$ cat src/rtl/kot_pkg.sv
// Shared types and constants for the keyed ordered entry table.
package kot_pkg;

	localparam int DEPTH = 128;
	localparam int KEY_BITS = 22;
	localparam int KEY_FIELD_W = 22;
	localparam int CODE_W = 2;
	localparam int OP_W = 2;
	localparam int OUT_W = 8;
	localparam int CNT_W = $clog2(DEPTH + 1);
	localparam int IDX_W = $clog2(DEPTH);

	typedef enum logic [OP_W-1:0] {
		OP_ADD    = 2'd0,
		OP_UPDATE = 2'd1,
		OP_REMOVE = 2'd2,
		OP_FIND   = 2'd3
	} op_t;

	localparam logic [CODE_W-1:0] CODE_RUNNING = 2'd0;

	typedef struct packed {
		logic                append;
		logic                shift;
		logic                set_code;
		logic [KEY_BITS-1:0] key;
		logic [CODE_W-1:0]   code;
	} cell_ctrl_t;

endpackage

$ cat src/rtl/kot_cell.sv
// One table slot: holds a key and status, compares, appends, updates, shifts down.
module kot_cell (
	input  logic                             clk,
	input  logic [kot_pkg::KEY_BITS-1:0]     cmp_key,
	input  logic                             occupied,
	input  kot_pkg::cell_ctrl_t              ctrl,
	input  logic [kot_pkg::KEY_BITS-1:0]     next_key,
	input  logic [kot_pkg::CODE_W-1:0]       next_code,
	output logic [kot_pkg::KEY_BITS-1:0]     key,
	output logic [kot_pkg::CODE_W-1:0]       code,
	output logic                             match
);

	logic [kot_pkg::KEY_BITS-1:0] key_q;
	logic [kot_pkg::CODE_W-1:0]   code_q;

	always_ff @(posedge clk) begin
		if (ctrl.append) begin
			key_q  <= ctrl.key;
			code_q <= ctrl.code;
		end else if (ctrl.shift) begin
			key_q  <= next_key;
			code_q <= next_code;
		end else if (ctrl.set_code) begin
			code_q <= ctrl.code;
		end
	end

	assign key   = key_q;
	assign code  = code_q;
	assign match = occupied && (key_q == cmp_key);

endmodule

$ cat config.mk
export PLATFORM = sky130hd
export DESIGN_NAME = kot_cell
export DESIGN_NICKNAME = d
export VERILOG_FILES = /design/src/rtl/kot_pkg.sv /design/src/rtl/kot_cell.sv
export SDC_FILE = /design/constraint.sdc
export NUM_CORES = 1
export LEC_CHECK = 0
export ABC_AREA = 1
export BUFFER_PORTS_ARGS = -buffer_cell sky130_fd_sc_hd__buf_2
export CAP_MARGIN = 10
export CORE_ASPECT_RATIO = 1.75
export CORE_MARGIN = 2
export CORE_UTILIZATION = 37
export DETAILED_ROUTE_END_ITERATION = 12
export HOLD_SLACK_MARGIN = 0.15
export PLACE_DENSITY = 0.76
export SLEW_MARGIN = 20
export SYNTH_ARGS = -nofsm -noshare
export SYNTH_HDL_FRONTEND = slang
export SYNTH_SLANG_ARGS = --single-unit
$ cat constraint.sdc
create_clock -name clk -period 1.2 [get_ports clk]
set_input_delay 0.12 -clock clk [delete_from_list [all_inputs] [get_ports clk]]
set_output_delay 0.12 -clock clk [all_outputs]
set_load 0.02 [all_outputs]
== After elaboration in Yosys (flattened, before gate mapping) ==
Index checks and enable logic that the tools add are counted.

* Register bits: 24
* Input bits: 75
* Word-level logic and storage cells: 11

* Reduce and logical (&&, ||, !) cells: 3
* Equal/unequal tests: 1
* Muxes and demuxes: 5

{| class="wikitable"
|+ Operator list
! cell !! number
|-
| two-way mux 22 bit || 2
|-
| == test 22 bit || 1
|-
| two-way mux 2 bit || 3
|-
| nonzero test 3 bit || 1
|-
| nonzero test 2 bit || 1
|-
| logical AND 1 bit || 1
|}

== Logic depth before layout (Yosys ltp) ==
* Depth after elaboration: 3
* Gate-level depth with buffers: 8
* Gate-level depth less buffers: 8

== Least setup slack after synthesis ==
Ideal clock, no wire load.

* Path type: register to output
* From: reg key_q, in the netlist key[9]
* To: out match
* Stages on the path, launching flop included: 8
* Path slack: -0.108 ns
* Required time: 1.080 ns
* Arrival: 1.188 ns
* Cells stage by stage: edfxtp_1 -> nand2_1 -> nand2_1 -> nor2_1 -> nand2_1 -> nor2_1 -> nand2_1 -> nor2_1

* Cells in the longest elaborated chain, start to end: 2

{| class="wikitable"
|+ RTL lines
! what !! RTL line !! source
|-
| start: declaration || kot_cell.sv:14 || <nowiki>logic [kot_pkg::KEY_BITS-1:0] key_q;</nowiki>
|-
| start signal: assignment || kot_cell.sv:19 || <nowiki>key_q <= ctrl.key;</nowiki>
|-
| start signal: assignment || kot_cell.sv:22 || <nowiki>key_q <= next_key;</nowiki>
|-
| == test 22 bit || kot_cell.sv:31 || <nowiki>assign match = occupied && (key_q == cmp_key);</nowiki>
|-
| logical AND 1 bit || kot_cell.sv:31 ||
|-
| end: declaration || kot_cell.sv:11 || <nowiki>output logic match</nowiki>
|}

No other way between the ends.

== Final worst setup path ==
* From: reg key_q, in the netlist key[20]
* To: out match

Same word-level chain as after synthesis.

==> implementation parameters <==
Parameter                              Value

Detailed routing
  Routed wire length per instance    11.8 um
  Pre-Repair DR Iteration Count    4
  Vias after detailed routing    1792
  Via/cell ratio    4.42
  Number of DRC markers in iteration 0    35
  Number of nets still failing antenna checks after routing    0
  Number of remaining DRC errors    0
  Overall routed net length    4760 um

Outcome
  Run status    finished, violations left
  Violations in the final reports    negative setup slack

Global routing
  Gr ovfl total    0
  Wire length of the first global-routing pass    7400 um
  Antenna violations before repair    0
  Vias in the first global route    1847
  Gr usage total    22.3%
  Pin count of the biggest net entering global routing    23

Synthesis
  Sequential share of the synthesized area    49.6%
  Post-synthesis instance total    203
  Post-synthesis instance area    0.00145 mm^2
  Unique cell type count in the Yosys netlist    13
  Number of warnings issued by yosys    0
  #FFs+latches synth    24
  Net count of the mapped netlist    278
  Mean post-synth cell area    7.16 um^2

Finish
  Fraction of layout instances using a drive strength above 1    33.3%
  Final Instance Area    0.00261 mm^2
  Leading cell types in the layout, fill and taps excluded    sky130_fd_sc_hd__nand2_1, sky130_fd_sc_hd__buf_2, sky130_fd_sc_hd__dlygate4sd3_1
  Synth-to-layout area growth    79.6%
  Diodes inserted    0
  Footprint of the multi-input gates    611 um^2
  Sequential standard cell area    721 um^2
  Commonest non-fill, non-tap cell in the layout    sky130_fd_sc_hd__nand2_1
  Final nets    433
  Total of fill cells in the finished design    321

Die
  Overall die width    51.4 um
  Die Footprint    0.00446 mm^2
  Die height    86.9 um
  Effective utilization at floorplan    37.9%
  Number of core rows    30
  Ports    100
  Std-Cell Core Area    0.00383 mm^2

Hold path
  Worst hold stages    3
  Worst hold path class    primary input to register

STA
  RSZ-0062 raised after global routing    yes
  Final WS setup    -340 ps
  Highest achievable clock rate    649 MHz
  Total Neg Setup Slack    -340 ps
  Final Max Slew Viols    0
  Period utilisation layout    128%
  Tightest Pin Transition    283 ps
  Tmin final    1540 ps
  Count of endpoints failing setup in the final report    1
  Hold violation total from the final report    0
  Slew HR    81.1%

Clock network
  Clk sink count    24
  H-tree level count    1
  Cell chosen for the clock root    sky130_fd_sc_hd__clkbuf_8
  Deepest clock path buffer count    2
  Number of buffers created by CTS    3
  Setup Buffers After CTS    0
  Post-CTS clock slew at the launch and capture registers of the worst setup and hold paths    90 ps
  TritonCTS clock tree    done

Place
  Routability Congestion    0.816
  Placed wire-length estimate after detailed placement    3190 um
  Post-place instance area    0.00206 mm^2
  Port-buffer cells    99

Power
  P_leak    0.00144 uW
  Maximum resistive drop on vdd    0.801 mV
  Cell area power density    978 mW/mm^2

Critical path
  Worst setup SP type    register
  Maximum fanout along the worst path    3
  Required time at the worst-slack endpoint    1080 ps
  Crit path DAT    1420 ps
  Kind of capture point of the worst setup path    output pin
  Class of the most critical setup path    register to output pin

Run
  Count of max-cap constraint violations    0
==> timing repair <==
| action | in CTS | in global routing |
|---|---|---|
| pin swaps | 1 | 2 |
| resized for setup | 4 | 1 |
| endpoints found under the setup margin | 1 | 1 |
| gates cloned | 0 | 0 |
| hold buffers | 45 | 1 |
| endpoints found under the hold margin | 23 | 1 |
==> stage by stage <==
stage | hold slack, ps | worst slack (ps) | power [uW] | cells | util, %
2_1_floorplan | 299 | 1.27 | 1440 | 203 | -
3_3_place_gp | 385 | -86.1 | 1730 | 355 | 53.9
3_5_place_dp | 388 | -103 | 1740 | 355 | 53.9
4_1_cts | 152 | -355 | 2550 | 404 | 67.8
5_1_grt | 165 | -460 | 2680 | 405 | 68.1
6_report | 162 | -340 | 2550 | 405 | 68.1
==> critical path, stage by stage, from the launching register on <==
cell and delay (ps):
sky130_fd_sc_hd__edfxtp_1 420, sky130_fd_sc_hd__nor2_1 130, sky130_fd_sc_hd__nor2_1 60, sky130_fd_sc_hd__nor2_1 90
sky130_fd_sc_hd__nand2_1 70, sky130_fd_sc_hd__nor2_2 120, sky130_fd_sc_hd__nand2_2 80, sky130_fd_sc_hd__nor2_4 80
sky130_fd_sc_hd__buf_6 110
==> sequential cells by signal, indices dropped and copies added (netlist names) <==
name,cells
code,2
key,22
==> synth_stat cells <==
cell | n | area [um^2]
sky130_fd_sc_hd__o21ai_0 | 3 | 15.0
sky130_fd_sc_hd__inv_2 | 1 | 3.75
sky130_fd_sc_hd__nand2_1 | 113 | 424
sky130_fd_sc_hd__xnor2_1 | 4 | 35.0
sky130_fd_sc_hd__o211ai_1 | 1 | 7.51
sky130_fd_sc_hd__mux2_1 | 2 | 22.5
sky130_fd_sc_hd__nor2_1 | 15 | 56.3
sky130_fd_sc_hd__edfxtp_1 | 24 | 721
sky130_fd_sc_hd__buf_2 | 4 | 20.0
sky130_fd_sc_hd__or2_2 | 2 | 12.5
sky130_fd_sc_hd__or2_1 | 2 | 12.5
sky130_fd_sc_hd__nand3_1 | 2 | 10.0
sky130_fd_sc_hd__inv_1 | 30 | 113
==> final cells by class <==
class                      count  area share, %
multi-input combinational    144           23.4
sequential                    24           27.6
clock inverter                 1           1.15
inverter                      31           4.46
timing repair buffer         154           39.5
tap                           48           2.30
clock buffer                   3           1.58
==> final timing paths <==
check / start / to
setup / recovery: key[20]$_DFFE_PP_ / match
hold / removal: next_key[18] / key[18]$_DFFE_PP_
==> cells by family (layout without fill, tap and decap cells) <==
logic type / Yosys count / after routing / share of synthesized area (%)
DFF: 24 / 24 / 49.6
AOI/OAI and AO/OA: 4 / 4 / 1.55
xor gates and xnor gates: 4 / 4 / 2.41
muxes: 2 / 2 / 1.55
and+or+nand+nor: 134 / 134 / 35.5
buffers and inverters: 35 / 189 / 9.39
==> per-layer routing <==
metal / global-route usage, % / part of all wire (%) / up-vias
met2: 45.2 / 59 / 78
met3: 2.23 / 4.8 / 18
met5: 0 / 0 / -
met4: 12.7 / 3.9 / 0
met1: 19.7 / 32 / 782
li1: - / - / 914
==> power breakdown <==
part           internal, uW  switching [uW]  total, uW
clock network           446             253        699
registers              1030            57.0       1090
logic                   373             390        763
Power figures use the tool's default switching activity.
